==> src/lbpg_pkg.sv <==
`timescale 1ns / 1ps
`default_nettype none

package lbpg_pkg;

  localparam int NUM_BUTTONS  = 3;
  localparam int TIMER_BITS   = 16;
  localparam int REG_BITS     = 16;
  localparam int NUM_REGS     = 7;
  localparam int REG_IDX_BITS = 3;
  localparam int LAMP_BITS    = 3;
  localparam int CMP_BITS     = (TIMER_BITS > REG_BITS) ? TIMER_BITS : REG_BITS;

  typedef logic [TIMER_BITS-1:0]   timer_t;
  typedef logic [REG_BITS-1:0]     reg_t;
  typedef logic [LAMP_BITS-1:0]    lamps_t;

  typedef enum logic [1:0] {
    OP_TICK       = 2'd0,
    OP_SET_BUTTON = 2'd1,
    OP_SET_TOWER  = 2'd2
  } op_t;

  typedef enum logic [2:0] {
    MODE_OFF    = 3'd0,
    MODE_ON     = 3'd1,
    MODE_SLOW   = 3'd2,
    MODE_FAST   = 3'd3,
    MODE_FLASH2 = 3'd4,
    MODE_FLASH3 = 3'd5,
    MODE_DOUBLE = 3'd6
  } mode_t;

  typedef enum logic [REG_IDX_BITS-1:0] {
    REG_BUTTON_SLOW  = 3'd0,
    REG_BUTTON_FAST  = 3'd1,
    REG_TOWER_SLOW   = 3'd2,
    REG_TOWER_FAST   = 3'd3,
    REG_DOUBLE_ON    = 3'd4,
    REG_DOUBLE_GAP   = 3'd5,
    REG_DOUBLE_PAUSE = 3'd6
  } reg_idx_t;

  localparam reg_t BUTTON_SLOW_RESET  = 16'd500;
  localparam reg_t BUTTON_FAST_RESET  = 16'd150;
  localparam reg_t TOWER_SLOW_RESET   = 16'd500;
  localparam reg_t TOWER_FAST_RESET   = 16'd250;
  localparam reg_t DOUBLE_ON_RESET    = 16'd180;
  localparam reg_t DOUBLE_GAP_RESET   = 16'd180;
  localparam reg_t DOUBLE_PAUSE_RESET = 16'd1000;

  localparam logic [1:0] FLASH2_COUNT = 2'd2;
  localparam logic [1:0] FLASH3_COUNT = 2'd3;

  typedef struct packed {
    reg_t button_slow;
    reg_t button_fast;
    reg_t tower_slow;
    reg_t tower_fast;
    reg_t double_on;
    reg_t double_gap;
    reg_t double_pause;
  } cfg_t;

  // one decoded command, already qualified by the pipeline advance
  typedef struct packed {
    logic       tick;
    logic       set_button;
    logic       set_tower;
    logic [1:0] button_index;
    logic [1:0] tower_color;
    logic [2:0] mode;
  } cmd_t;

  function automatic timer_t count_up(timer_t v);
    return (v == '1) ? v : v + 1'b1;
  endfunction

  // zero interval never fires
  function automatic logic reached(timer_t e, reg_t interval);
    return (interval != '0) && (CMP_BITS'(e) >= CMP_BITS'(interval));
  endfunction

endpackage

`default_nettype wire

==> src/lbpg_ifs.sv <==
`timescale 1ns / 1ps
`default_nettype none

interface lbpg_cmd_if;
  logic       valid;
  logic       ready;
  logic [1:0] operation;
  logic [1:0] button_index;
  logic [1:0] tower_color;
  logic [2:0] led_mode;

  modport source (output valid, operation, button_index, tower_color, led_mode,
                  input ready);
  modport sink (input valid, operation, button_index, tower_color, led_mode,
                output ready);
endinterface

interface lbpg_lamps_if;
  logic                   valid;
  logic                   ready;
  lbpg_pkg::lamps_t       button_lamps;
  lbpg_pkg::lamps_t       tower_lamps;

  modport source (output valid, button_lamps, tower_lamps, input ready);
  modport sink (input valid, button_lamps, tower_lamps, output ready);
endinterface

interface lbpg_cfg_if;
  logic                                 valid;
  logic                                 ready;
  logic [lbpg_pkg::REG_IDX_BITS-1:0]    index;
  lbpg_pkg::reg_t                       data;

  modport source (output valid, index, data, input ready);
  modport sink (input valid, index, data, output ready);
endinterface

`default_nettype wire

==> src/led_blink_pattern_generator.sv <==
// LED blink pattern generator: three button lamps and a red/yellow/green tower lamp.
//
// Channels: cmd takes one beat per command (tick, set button, set tower);
// lamps returns exactly one beat per command with the lamp states after that
// command is applied; cfg writes the seven timing registers (index 0..6,
// other indexes are dropped) and is always ready.
//
// A cmd beat is captured in the input register; its lamps beat is driven from the
// result register. One command per cycle while lamps is not stalled. The path is an
// input register, the per-lamp next-state logic, then the result register; the next
// state of every lamp counter and flag is computed in one pass.
//
// Reset (rst, synchronous): all lamps off, modes off, counters cleared,
// timing registers back to their defaults, both pipeline registers empty.
//
// When the receiver stalls lamps, the result register holds and the input
// register still takes one more beat; cmd.ready drops only when both are full.
`timescale 1ns / 1ps
`default_nettype none

module led_blink_pattern_generator (
  input  wire logic     clk,
  input  wire logic     rst,
  lbpg_cmd_if.sink      cmd,
  lbpg_lamps_if.source  lamps,
  lbpg_cfg_if.sink      cfg
);

  lbpg_pkg::cfg_t regs;

  logic       in_full;
  logic [1:0] in_op;
  logic [1:0] in_bidx;
  logic [1:0] in_color;
  logic [2:0] in_mode;

  logic             out_valid;
  lbpg_pkg::lamps_t out_button;
  lbpg_pkg::lamps_t out_tower;

  logic           advance;
  logic           fire;
  lbpg_pkg::cmd_t step_cmd;

  logic [lbpg_pkg::NUM_BUTTONS-1:0] button_lit_after;
  lbpg_pkg::lamps_t                 button_bits;
  lbpg_pkg::lamps_t                 tower_bits;

  assign advance   = !out_valid || lamps.ready;
  assign fire      = in_full && advance;
  assign cmd.ready = !in_full || advance;

  always_ff @(posedge clk) begin
    if (rst) begin
      in_full <= 1'b0;
    end else if (cmd.ready) begin
      in_full <= cmd.valid;
    end
  end

  always_ff @(posedge clk) begin
    if (cmd.valid && cmd.ready) begin
      in_op    <= cmd.operation;
      in_bidx  <= cmd.button_index;
      in_color <= cmd.tower_color;
      in_mode  <= cmd.led_mode;
    end
  end

  always_comb begin
    step_cmd              = '0;
    step_cmd.button_index = in_bidx;
    step_cmd.tower_color  = in_color;
    step_cmd.mode         = in_mode;
    if (fire) begin
      case (in_op)
        lbpg_pkg::OP_TICK:       step_cmd.tick       = 1'b1;
        lbpg_pkg::OP_SET_BUTTON: step_cmd.set_button = 1'b1;
        lbpg_pkg::OP_SET_TOWER:  step_cmd.set_tower  = 1'b1;
        default: ;
      endcase
    end
  end

  lbpg_cfg_regs u_cfg (
    .clk  (clk),
    .rst  (rst),
    .cfg  (cfg),
    .regs (regs)
  );

  for (genvar i = 0; i < lbpg_pkg::NUM_BUTTONS; i++) begin : g_button
    lbpg_button u_button (
      .clk       (clk),
      .rst       (rst),
      .cmd       (step_cmd),
      .hit       (int'(in_bidx) == i + 1),
      .regs      (regs),
      .lit_after (button_lit_after[i])
    );
  end

  for (genvar i = 0; i < lbpg_pkg::LAMP_BITS; i++) begin : g_bits
    if (i < lbpg_pkg::NUM_BUTTONS) begin : g_used
      assign button_bits[i] = button_lit_after[i];
    end else begin : g_unused
      assign button_bits[i] = 1'b0;
    end
  end

  lbpg_tower u_tower (
    .clk         (clk),
    .rst         (rst),
    .cmd         (step_cmd),
    .regs        (regs),
    .lamps_after (tower_bits)
  );

  always_ff @(posedge clk) begin
    if (rst) begin
      out_valid <= 1'b0;
    end else if (advance) begin
      out_valid <= in_full;
    end
  end

  always_ff @(posedge clk) begin
    if (fire) begin
      out_button <= button_bits;
      out_tower  <= tower_bits;
    end
  end

  assign lamps.valid        = out_valid;
  assign lamps.button_lamps = out_button;
  assign lamps.tower_lamps  = out_tower;

  a_tower_one_color: assert property (@(posedge clk) disable iff (rst)
    out_valid |-> $onehot0(out_tower))
    else $error("more than one tower lamp lit");

  a_result_follows: assert property (@(posedge clk) disable iff (rst)
    fire |=> out_valid)
    else $error("processed command produced no result");

  a_full_stall: assert property (@(posedge clk) disable iff (rst)
    (in_full && out_valid && !lamps.ready) |-> !cmd.ready)
    else $error("command taken while both stages full");

  a_hold_on_stall: assert property (@(posedge clk) disable iff (rst)
    (out_valid && !lamps.ready) |=> (out_valid && $stable(out_button) && $stable(out_tower)))
    else $error("result changed while stalled");

endmodule

`default_nettype wire

==> src/lbpg_cfg_regs.sv <==
`timescale 1ns / 1ps
`default_nettype none

module lbpg_cfg_regs (
  input  wire logic     clk,
  input  wire logic     rst,
  lbpg_cfg_if.sink      cfg,
  output lbpg_pkg::cfg_t regs
);

  assign cfg.ready = 1'b1;

  always_ff @(posedge clk) begin
    if (rst) begin
      regs.button_slow  <= lbpg_pkg::BUTTON_SLOW_RESET;
      regs.button_fast  <= lbpg_pkg::BUTTON_FAST_RESET;
      regs.tower_slow   <= lbpg_pkg::TOWER_SLOW_RESET;
      regs.tower_fast   <= lbpg_pkg::TOWER_FAST_RESET;
      regs.double_on    <= lbpg_pkg::DOUBLE_ON_RESET;
      regs.double_gap   <= lbpg_pkg::DOUBLE_GAP_RESET;
      regs.double_pause <= lbpg_pkg::DOUBLE_PAUSE_RESET;
    end else if (cfg.valid) begin
      case (cfg.index)
        lbpg_pkg::REG_BUTTON_SLOW:  regs.button_slow  <= cfg.data;
        lbpg_pkg::REG_BUTTON_FAST:  regs.button_fast  <= cfg.data;
        lbpg_pkg::REG_TOWER_SLOW:   regs.tower_slow   <= cfg.data;
        lbpg_pkg::REG_TOWER_FAST:   regs.tower_fast   <= cfg.data;
        lbpg_pkg::REG_DOUBLE_ON:    regs.double_on    <= cfg.data;
        lbpg_pkg::REG_DOUBLE_GAP:   regs.double_gap   <= cfg.data;
        lbpg_pkg::REG_DOUBLE_PAUSE: regs.double_pause <= cfg.data;
        default: ;
      endcase
    end
  end

endmodule

`default_nettype wire

==> src/lbpg_button.sv <==
`timescale 1ns / 1ps
`default_nettype none

module lbpg_button (
  input  wire logic           clk,
  input  wire logic           rst,
  input  wire lbpg_pkg::cmd_t cmd,
  input  wire logic           hit,
  input  wire lbpg_pkg::cfg_t regs,
  output logic                lit_after
);

  logic [2:0]       mode, mode_next;
  logic             lit, lit_next;
  lbpg_pkg::timer_t elapsed, elapsed_next;
  logic [1:0]       flashes, flashes_next;

  logic             flash;
  lbpg_pkg::reg_t   interval;
  lbpg_pkg::timer_t counted;

  always_comb begin
    flash    = (mode == lbpg_pkg::MODE_FLASH2) || (mode == lbpg_pkg::MODE_FLASH3);
    interval = '0;
    if (mode == lbpg_pkg::MODE_FAST || flash) begin
      interval = regs.button_fast;
    end else if (mode == lbpg_pkg::MODE_SLOW) begin
      interval = regs.button_slow;
    end
    counted = lbpg_pkg::count_up(elapsed);
  end

  always_comb begin
    mode_next    = mode;
    lit_next     = lit;
    elapsed_next = elapsed;
    flashes_next = flashes;
    if (cmd.tick) begin
      elapsed_next = counted;
      if (lbpg_pkg::reached(counted, interval)) begin
        elapsed_next = '0;
        if (flash && lit) begin
          // pulse ends with the lamp off; the last pulse drops the mode back to off
          lit_next = 1'b0;
          if (flashes != '0) begin
            flashes_next = flashes - 1'b1;
          end
          if (flashes <= 2'd1) begin
            mode_next = lbpg_pkg::MODE_OFF;
          end
        end else begin
          lit_next = !lit;
        end
      end
    end else if (cmd.set_button && hit) begin
      mode_next    = cmd.mode;
      lit_next     = (cmd.mode != lbpg_pkg::MODE_OFF);
      elapsed_next = '0;
      case (cmd.mode)
        lbpg_pkg::MODE_FLASH2: flashes_next = lbpg_pkg::FLASH2_COUNT;
        lbpg_pkg::MODE_FLASH3: flashes_next = lbpg_pkg::FLASH3_COUNT;
        default:               flashes_next = '0;
      endcase
    end
  end

  always_ff @(posedge clk) begin
    if (rst) begin
      mode    <= lbpg_pkg::MODE_OFF;
      lit     <= 1'b0;
      elapsed <= '0;
      flashes <= '0;
    end else begin
      mode    <= mode_next;
      lit     <= lit_next;
      elapsed <= elapsed_next;
      flashes <= flashes_next;
    end
  end

  assign lit_after = lit_next;

endmodule

`default_nettype wire

==> src/lbpg_tower.sv <==
`timescale 1ns / 1ps
`default_nettype none

module lbpg_tower (
  input  wire logic           clk,
  input  wire logic           rst,
  input  wire lbpg_pkg::cmd_t cmd,
  input  wire lbpg_pkg::cfg_t regs,
  output lbpg_pkg::lamps_t    lamps_after
);

  logic [1:0]       selected, selected_next;
  logic [2:0]       mode, mode_next;
  logic             lit, lit_next;
  logic [1:0]       step, step_next;
  lbpg_pkg::timer_t elapsed, elapsed_next;

  lbpg_pkg::reg_t   interval;
  lbpg_pkg::timer_t counted;
  logic [1:0]       step_inc;

  always_comb begin
    case (mode)
      lbpg_pkg::MODE_FAST: interval = regs.tower_fast;
      lbpg_pkg::MODE_SLOW: interval = regs.tower_slow;
      lbpg_pkg::MODE_DOUBLE: begin
        // steps: on, gap, on, pause
        case (step)
          2'd1:    interval = regs.double_gap;
          2'd3:    interval = regs.double_pause;
          default: interval = regs.double_on;
        endcase
      end
      default: interval = '0;
    endcase
    counted  = lbpg_pkg::count_up(elapsed);
    step_inc = step + 2'd1;
  end

  always_comb begin
    selected_next = selected;
    mode_next     = mode;
    lit_next      = lit;
    step_next     = step;
    elapsed_next  = elapsed;
    if (cmd.tick) begin
      elapsed_next = counted;
      if (lbpg_pkg::reached(counted, interval)) begin
        elapsed_next = '0;
        if (mode == lbpg_pkg::MODE_DOUBLE) begin
          step_next = step_inc;
          lit_next  = !step_inc[0];
        end else begin
          lit_next = !lit;
        end
      end
    end else if (cmd.set_tower) begin
      selected_next = cmd.tower_color;
      mode_next     = cmd.mode;
      lit_next      = (cmd.mode != lbpg_pkg::MODE_OFF) && (cmd.tower_color != '0);
      step_next     = '0;
      elapsed_next  = '0;
    end
  end

  always_ff @(posedge clk) begin
    if (rst) begin
      selected <= '0;
      mode     <= lbpg_pkg::MODE_OFF;
      lit      <= 1'b0;
      step     <= '0;
      elapsed  <= '0;
    end else begin
      selected <= selected_next;
      mode     <= mode_next;
      lit      <= lit_next;
      step     <= step_next;
      elapsed  <= elapsed_next;
    end
  end

  // colour 0 keeps every lamp dark
  always_comb begin
    lamps_after = '0;
    if (lit_next && selected_next != '0) begin
      lamps_after = lbpg_pkg::lamps_t'(1) << (selected_next - 2'd1);
    end
  end

endmodule

`default_nettype wire
==> src/flat_wrapper.sv <==
// flat-port wrapper written by rule: the top's interface ports become plain ports
module led_blink_pattern_generator_flat 
  (clk, rst, cmd_valid, cmd_operation, cmd_button_index, cmd_tower_color, cmd_led_mode, cmd_ready, lamps_valid, lamps_button_lamps, lamps_tower_lamps, lamps_ready, cfg_valid, cfg_index, cfg_data, cfg_ready);
  lbpg_cmd_if cmd_i ();
  lbpg_lamps_if lamps_i ();
  lbpg_cfg_if cfg_i ();
  input  wire logic clk;
  input  wire logic rst;
  input wire logic [$bits(cmd_i.valid)-1:0] cmd_valid;
  input wire logic [$bits(cmd_i.operation)-1:0] cmd_operation;
  input wire logic [$bits(cmd_i.button_index)-1:0] cmd_button_index;
  input wire logic [$bits(cmd_i.tower_color)-1:0] cmd_tower_color;
  input wire logic [$bits(cmd_i.led_mode)-1:0] cmd_led_mode;
  output wire logic [$bits(cmd_i.ready)-1:0] cmd_ready;
  output wire logic [$bits(lamps_i.valid)-1:0] lamps_valid;
  output wire logic [$bits(lamps_i.button_lamps)-1:0] lamps_button_lamps;
  output wire logic [$bits(lamps_i.tower_lamps)-1:0] lamps_tower_lamps;
  input wire logic [$bits(lamps_i.ready)-1:0] lamps_ready;
  input wire logic [$bits(cfg_i.valid)-1:0] cfg_valid;
  input wire logic [$bits(cfg_i.index)-1:0] cfg_index;
  input wire logic [$bits(cfg_i.data)-1:0] cfg_data;
  output wire logic [$bits(cfg_i.ready)-1:0] cfg_ready;
  assign cmd_i.valid = cmd_valid;
  assign cmd_i.operation = cmd_operation;
  assign cmd_i.button_index = cmd_button_index;
  assign cmd_i.tower_color = cmd_tower_color;
  assign cmd_i.led_mode = cmd_led_mode;
  assign cmd_ready = cmd_i.ready;
  assign lamps_valid = lamps_i.valid;
  assign lamps_button_lamps = lamps_i.button_lamps;
  assign lamps_tower_lamps = lamps_i.tower_lamps;
  assign lamps_i.ready = lamps_ready;
  assign cfg_i.valid = cfg_valid;
  assign cfg_i.index = cfg_index;
  assign cfg_i.data = cfg_data;
  assign cfg_ready = cfg_i.ready;
  led_blink_pattern_generator u_core (.clk(clk), .rst(rst), .cmd(cmd_i), .lamps(lamps_i), .cfg(cfg_i));
endmodule
==> config.mk <==
export PLATFORM = sky130hd
export DESIGN_NAME = led_blink_pattern_generator_flat
export DESIGN_NICKNAME = d
export VERILOG_FILES = /design/src/lbpg_pkg.sv /design/src/lbpg_ifs.sv /design/src/led_blink_pattern_generator.sv /design/src/lbpg_cfg_regs.sv /design/src/lbpg_button.sv /design/src/lbpg_tower.sv /design/src/flat_wrapper.sv
export SDC_FILE = /design/constraint.sdc
export NUM_CORES = 1
export LEC_CHECK = 0
export BUFFER_PORTS_ARGS = -buffer_cell sky130_fd_sc_hd__buf_4
export CORE_AREA = 2 2 157 159
export DETAILED_ROUTE_END_ITERATION = 10
export DIE_AREA = 0 0 159 161
export GPL_ROUTABILITY_DRIVEN = 0
export HOLD_SLACK_MARGIN = 0.03
export PLACE_DENSITY_LB_ADDON = 0.15
export SETUP_SLACK_MARGIN = 0.3
export SLEW_MARGIN = 10
export SYNTH_ARGS = -nofsm -noshare
export SYNTH_HDL_FRONTEND = slang
export SYNTH_SLANG_ARGS = --single-unit
==> constraint.sdc <==
create_clock -name clk -period 6.9 [get_ports clk]
set_clock_uncertainty 0.1 [all_clocks]
set_input_delay 1.38 -clock clk [delete_from_list [all_inputs] [get_ports clk]]
set_output_delay 1.38 -clock clk [all_outputs]
set_load 0.01 [all_outputs]
# [After elaboration in Yosys (flattened, before gate mapping)]
# Index checks and enable logic that the tools add are counted.
# W data, S select, Z words.
[classes] bitwise=1 n_shift=1 n_mux=81 n_eq_ne=48 add_sub_neg=9 n_lt_le_gt_ge=7 n_reduce_logical=60
[ops] operator="$mux W16" count=22
[ops] operator="$add A16 B1 Y16 const B" count=4
[ops] operator="$eq A16 B16 Y1 const B" count=4
[ops] operator="$ge A16 B16 Y1" count=4
[ops] operator="$reduce_bool A16 Y1" count=4
[ops] operator="$mux W3" count=16
[ops] operator="$pmux W16 S3" count=1
[ops] operator="$mux W2" count=21
[ops] operator="$eq A3 B3 Y1 const B" count=12
[ops] operator="$pmux W16 S2" count=1
[ops] operator="$eq A3 B2 Y1 const B" count=10
[ops] operator="$reduce_and A4 Y1" count=6
[ops] operator="$ne A2 B2 Y1 const B" count=10
[ops] operator="$mux W1" count=19
[ops] operator="$reduce_bool A2 Y1" count=9
[ops] operator="$reduce_and A2 Y1" count=8
[ops] operator="$logic_and A1 B1 Y1" count=14
[ops] operator="$eq A2 B2 Y1 const B" count=4
[ops] operator="$logic_or A1 B1 Y1" count=8
[ops] operator="$ne A2 B1 Y1 const B" count=4
[ops] operator="$sub A2 B1 Y2 const B" count=4
[ops] operator="$logic_not A1 Y1" count=7
[ops] operator="$eq A2 B1 Y1 const B" count=3
[ops] operator="$le A2 B1 Y1 const B" count=3
[ops] operator="9 further kinds" count=9
[totals] inputBits=33 reg_bits=219 out_inout_bits=9

# [Longest topological paths before layout]
[depth] word_depth=8 mapped_depth=18

# [By module]
# From an unflattened synthesis, not the netlist that was laid out.
[unflattened] cells_unflattened=1599 hier_area_um2=13944.6
[modules_own_cells] mod="lbpg_button" instances=3 cells_each=275 area_each_um2=2133.3 seq_area_each_um2=440.4
[modules_own_cells] mod="lbpg_cfg_regs" instances=1 cells_each=402 area_each_um2=4371.7 seq_area_each_um2=2242.2
[modules_own_cells] mod="lbpg_tower" instances=1 cells_each=342 area_each_um2=2565.0 seq_area_each_um2=480.5
[modules_own_cells] mod="led_blink_pattern_generator" instances=1 cells_each=30 area_each_um2=608.1 seq_area_each_um2=490.5

# [Least setup slack after synthesis]
# OpenSTA, ideal clock, no wires.
[synth_path] kind="reg-to-reg" from="register u_core.g_button[0].u_button.elapsed[3]" to="register u_core.g_button[0].u_button.flashes[0]" stages_incl_launch_ff=18 required_time_ns=6.705 arrival_ns=3.895 setup_slack_ns=2.810 synth_period_minus_slack_ns=4.090 n_path_buf=2 path_cell_list="dfxtp_1 > buf_2 > and4_1 > nand4_1 > or3_1 > and4_1 > clkbuf_1 > and3_1 > xor2_1 > ha_1 > a21oi_1 > o21ai_0 > a211o_1 > a41oi_1 > o31ai_1 > a21oi_4 > or2_2 > a221oi_1"
[synth_between] elab_chain_cells=6 word_cells_on_any_way=7
[synth_rtl] item="start, declared" line_no="lbpg_button.sv:15" source="lbpg_pkg::timer_t elapsed, elapsed_next;"
[synth_rtl] item="start signal, assigned" line_no="lbpg_button.sv:76" source="elapsed <= elapsed_next;"
[synth_rtl] item="$add A16 B1 Y16 / $eq A16 B16 Y1 (equally long branches)" line_no="lbpg_pkg.sv:76" source="return (v == '1) ? v : v + 1'b1;"
[synth_rtl] item="$mux W16 *" line_no="lbpg_pkg.sv:76"
[synth_rtl] item="$ge A16 B16 Y1 *" line_no="lbpg_pkg.sv:81" source="return (interval != '0) && (CMP_BITS'(e) >= CMP_BITS'(interval));"
[synth_rtl] item="$logic_and A1 B1 Y1 *" line_no="lbpg_pkg.sv:81"
[synth_rtl] item="$ne A2 B1 Y1 (no line) *"
[synth_rtl] item="$reduce_and A4 Y1 (no line) *"
[synth_rtl] item="end signal, assigned" line_no="lbpg_button.sv:77" source="flashes <= flashes_next;"
[synth_rtl] item="end, declared" line_no="lbpg_button.sv:16" source="logic [1:0] flashes, flashes_next;"
# Mark *: on every way between the ends. The rest lies on a longest branch, timed or not.
# A chain may end at the register's enable or synchronous reset.

# [Worst setup path after layout]
# Same ends and word-level chain as after synthesis.

==> impl_metrics.env <==
export IMPL_status="completed"
export IMPL_fin_cells=1989
export IMPL_port_buffers=40
export IMPL_grt_overflow_total=0
export IMPL_drt_initial_drc_count=1182
export IMPL_crit_required_ns=7.25
export IMPL_htreeDepth=1
export IMPL_start_util_pct=54.3
export IMPL_r2r_start="u_core.g_button[0].u_button.elapsed[3]"
export IMPL_antenna_found_initial=0
export IMPL_ys_seq_area_share_pct=34.8
export IMPL_dpl_hpwl_mm=26.6
export IMPL_grt_pass1_vias=11200
export IMPL_post_synth_num_cell_types=69
export IMPL_critPathBufInv=0
export IMPL_setup_violations=0
export IMPL_hold_depth=2
export IMPL_core_area_sq_mm=0.0240
export IMPL_viasPerCell=6.15
export IMPL_leakage_nw=5.22
export IMPL_hp_start="u_core.u_cfg.regs[30]"
export IMPL_ir_drop_v=0.000201
export IMPL_p_sw_mw=0.744
export IMPL_period_share_pct=69.1
export IMPL_root_buffer="clkbuf_16"
export IMPL_antenna_cells=0
export IMPL_fin_hold_ws_ns=0.355
export IMPL_ff2ff_setup_slack_ns=2.13
export IMPL_wl_mm=37.7
export IMPL_slew_violations=0
export IMPL_crit_top_cell="and4_1"
export IMPL_io_pins=42
export IMPL_postCtsResizedCells=0
export IMPL_p_per_area_mw_per_mm2=205
export IMPL_rr_endpoint="u_core.g_button[0].u_button.flashes[0]"
export IMPL_fill_cells=2247
export IMPL_period_minus_slack_ns=4.77
export IMPL_numCtsBuffers=25
export IMPL_postSynthCellCount=1660
export IMPL_synth_area_sq_mm=0.0130
export IMPL_synth_area_leaders="dfxtp_1, nand2_1, ha_1"
export IMPL_cp_slowest_stage_delay_ns=0.59
export IMPL_cts_tree="yes"
export IMPL_ys_seq_elements=219
export IMPL_grt_pass1_wl_mm=60.6
export IMPL_cp_cell_sequence="and4_1, nand4_1, or3_1, and4_1, and3_1, xor2_1, ha_1, a21oi_1, o21ai_0, a211o_1, a41oi_1, o31ai_1, a21oi_4, or2_2, a221oi_1"
export IMPL_rsz0062_at_grt="no"
export IMPL_clock_sinks=219
export IMPL_multiInputGateArea_sq_mm=0.00791
export IMPL_drtAntennaViolNets=0
export IMPL_dr_pass1_iters=6
export IMPL_syn_num_nets=1770
export IMPL_combPwrFrac_pct=7.1
export IMPL_drive_above_1_share_pct=7.39
export IMPL_crit_path_start_kind="flop"
export IMPL_die_area_sq_mm=0.0256
export IMPL_cts_buffer_depth=3
export IMPL_register_area_sq_mm=0.00453
export IMPL_p_int_mw=2.18
export IMPL_fmax_ghz=0.210
export IMPL_critical_path_class="reg2reg"
export IMPL_hold_path_end="u_core.u_cfg.regs[30]"
export IMPL_reg2reg_depth=15
export IMPL_vias=12200
export IMPL_hold_violations=0
export IMPL_clk_pin_slew_ns=0.06
export IMPL_area_delta_synth_final_pct=9.67
export IMPL_grt_use_total_pct=28.9
export IMPL_seqPwrFrac_pct=45.9
export IMPL_cp_slowest_cell="or3_1"
export IMPL_cp_end_kind="flop"
export IMPL_synth_main_ff_cell="dfxtp_1"
export IMPL_rows=57
export IMPL_final_setup_tns_ns=0
export IMPL_drv_cap=0
export IMPL_worstPathMaxFanout=19
export IMPL_swShare_pct=25.5
export IMPL_drc=0
export IMPL_hp_class="reg2reg"
export IMPL_crit_arrival_ns=5.12
export IMPL_routedWlPerCell_microns=19.0
export IMPL_nets=1757
export IMPL_grt_max_degree=91
export IMPL_relSlewSlack_pct=22.3
export IMPL_die_h_microns=161
export IMPL_synth_top_area_cell="dfxtp_1"
export IMPL_ys_async_sr_fraction_pct=0
export IMPL_synth_top_area_share_pct=31.4
export IMPL_clk_latency_ns=0.55
export IMPL_synth_area_per_cell_sq_um=7.84
export IMPL_worst_pin_slew_ns=1.16
export IMPL_critical_path_top_delay_family="simple AND/OR/NAND/NOR gates"
export IMPL_post_cts_buffers=0
export IMPL_clkPwrFrac_pct=47.0
export IMPL_place_inst=1944
export IMPL_die_w_microns=159
export IMPL_synth_edf_count=15
export IMPL_cts_hold_fix_buffers=0
export IMPL_synth_warnings=0
==> cell usage after synthesis, drive strengths merged (3+ instances only) <==
cell / instances
a211o: 5
a211oi: 7
a21o: 11
a21oi: 183
a221oi: 5
a22o: 30
a22oi: 18
a31oi: 21
a41oi: 5
and2: 10
and3: 17
and4: 12
buf: 29
clkbuf: 65
dfxtp: 204
edfxtp: 15
ha: 77
inv: 43
mux2: 6
mux2i: 70
nand2: 319
nand2b: 21
nand3: 85
nand3b: 8
nand4: 29
nand4b: 8
nor2: 111
nor2b: 16
nor3: 22
nor3b: 5
nor4: 8
o21a: 9
o21ai: 58
o221ai: 3
o22ai: 14
o2bb2ai: 17
o31ai: 3
o32a: 6
o41ai: 3
or2: 9
or3: 11
or4: 3
xnor2: 27
xor2: 10
==> layout by cell type, fill, tap and decap left out, types with 29 or more instances in the layout <==
master / netlist / layout
a21oi_1: 179 / 179
a22o_1: 30 / 30
buf_4: 2 / 54
dfxtp_1: 204 / 204
ha_1: 77 / 77
inv_1: 43 / 43
mux2i_1: 70 / 70
nand2_1: 319 / 319
nand3_1: 85 / 85
nand4_1: 29 / 29
nor2_1: 110 / 109
o21ai_0: 54 / 54
==> logic make-up after synthesis <==
logic type | after synthesis | share of synthesized area [%]
and+or+nand+nor | 696 | 24.8
AOI/OAI and AO/OA | 415 | 20.1
DFF | 219 | 34.8
buffers and inverters | 139 | 4.41
adders and majority gates | 77 | 7.40
muxes | 76 | 5.90
xor gates and xnor gates | 37 | 2.49
other | 1 | 0.0288
==> layer usage <==
metal	track usage [%]	vias up	share of wire, %
met5	0	-	0
met1	41.3	5723	45
met4	9.63	0	3.7
li1	-	5925	-
met2	44.0	495	42
met3	5.42	83	8.8
==> cell type report <==
| type | instances | share of cell area, % |
|---|---|---|
| clock buffers | 30 | 4.87 |
| clock inverters | 15 | 1.10 |
| inverters | 45 | 1.18 |
| multi-input cells | 1302 | 55.4 |
| flip-flops and latches | 219 | 31.8 |
| well taps | 324 | 2.84 |
| repair buffers | 54 | 2.84 |
==> worst max path at each step <==
stage | endpoint | cells past startpoint | startpoint
6_report | u_core.g_button[0].u_button.flashes[0] | 15 | u_core.g_button[0].u_button.elapsed[3]
5_1_grt | u_core.g_button[0].u_button.flashes[0] | 15 | u_core.g_button[0].u_button.elapsed[3]
4_1_cts | u_core.g_button[0].u_button.flashes[0] | 15 | u_core.g_button[0].u_button.elapsed[3]
3_5_place_dp | u_core.g_button[0].u_button.flashes[0] | 8 | lamps_ready
3_3_place_gp | u_core.lamps.button_lamps[0] | 8 | lamps_ready
2_1_floorplan | u_core.g_button[0].u_button.flashes[0] | 17 | u_core.g_button[0].u_button.elapsed[3]
==> sequential cells by signal, summed over array words and instances (netlist names) <==
register,count
u_core.g_button.u_button.elapsed,48
u_core.g_button.u_button.flashes,6
u_core.g_button.u_button.lit,3
u_core.g_button.u_button.mode,9
u_core.in_bidx,2
u_core.in_color,2
u_core.in_full,1
u_core.in_mode,3
u_core.in_op,2
u_core.lamps.button_lamps,3
u_core.lamps.tower_lamps,3
u_core.lamps.valid,1
u_core.u_cfg.regs,112
u_core.u_tower.elapsed,16
u_core.u_tower.lit,1
u_core.u_tower.mode,3
u_core.u_tower.selected,2
u_core.u_tower.step,2
==> power groups by stage <==
stage | sequential [mW] | combinational [mW] | clock (mW)
2_1_floorplan | 1.35 | 0.132 | 0
3_3_place_gp | 1.36 | 0.200 | 0
3_5_place_dp | 1.36 | 0.204 | 0
4_1_cts | 1.34 | 0.205 | 1.39
5_1_grt | 1.34 | 0.227 | 1.44
6_report | 1.34 | 0.208 | 1.37
==> stage by stage <==
stage	utilization (%)	power [mW]	setup WS, ns	area, sq um
floorplan	-	1.48	2.81	13000
finish	59.6	2.92	2.13	14300
global route	59.6	3.01	1.74	14300
detailed placement	56.0	1.57	2.05	13400
CTS	59.5	2.93	2.19	14300
global placement	56.0	1.57	2.07	13400
==> tightest hold or removal path, delay by kind of cell, from the launching register on <==
kind | cells | cell delay (ns)
AOI/OAI and AO/OA | 1 | 0.05
and+or+nand+nor | 1 | 0.05
DFF | 1 | 0.31
Note: power is estimated with default switching activity, not from simulation.
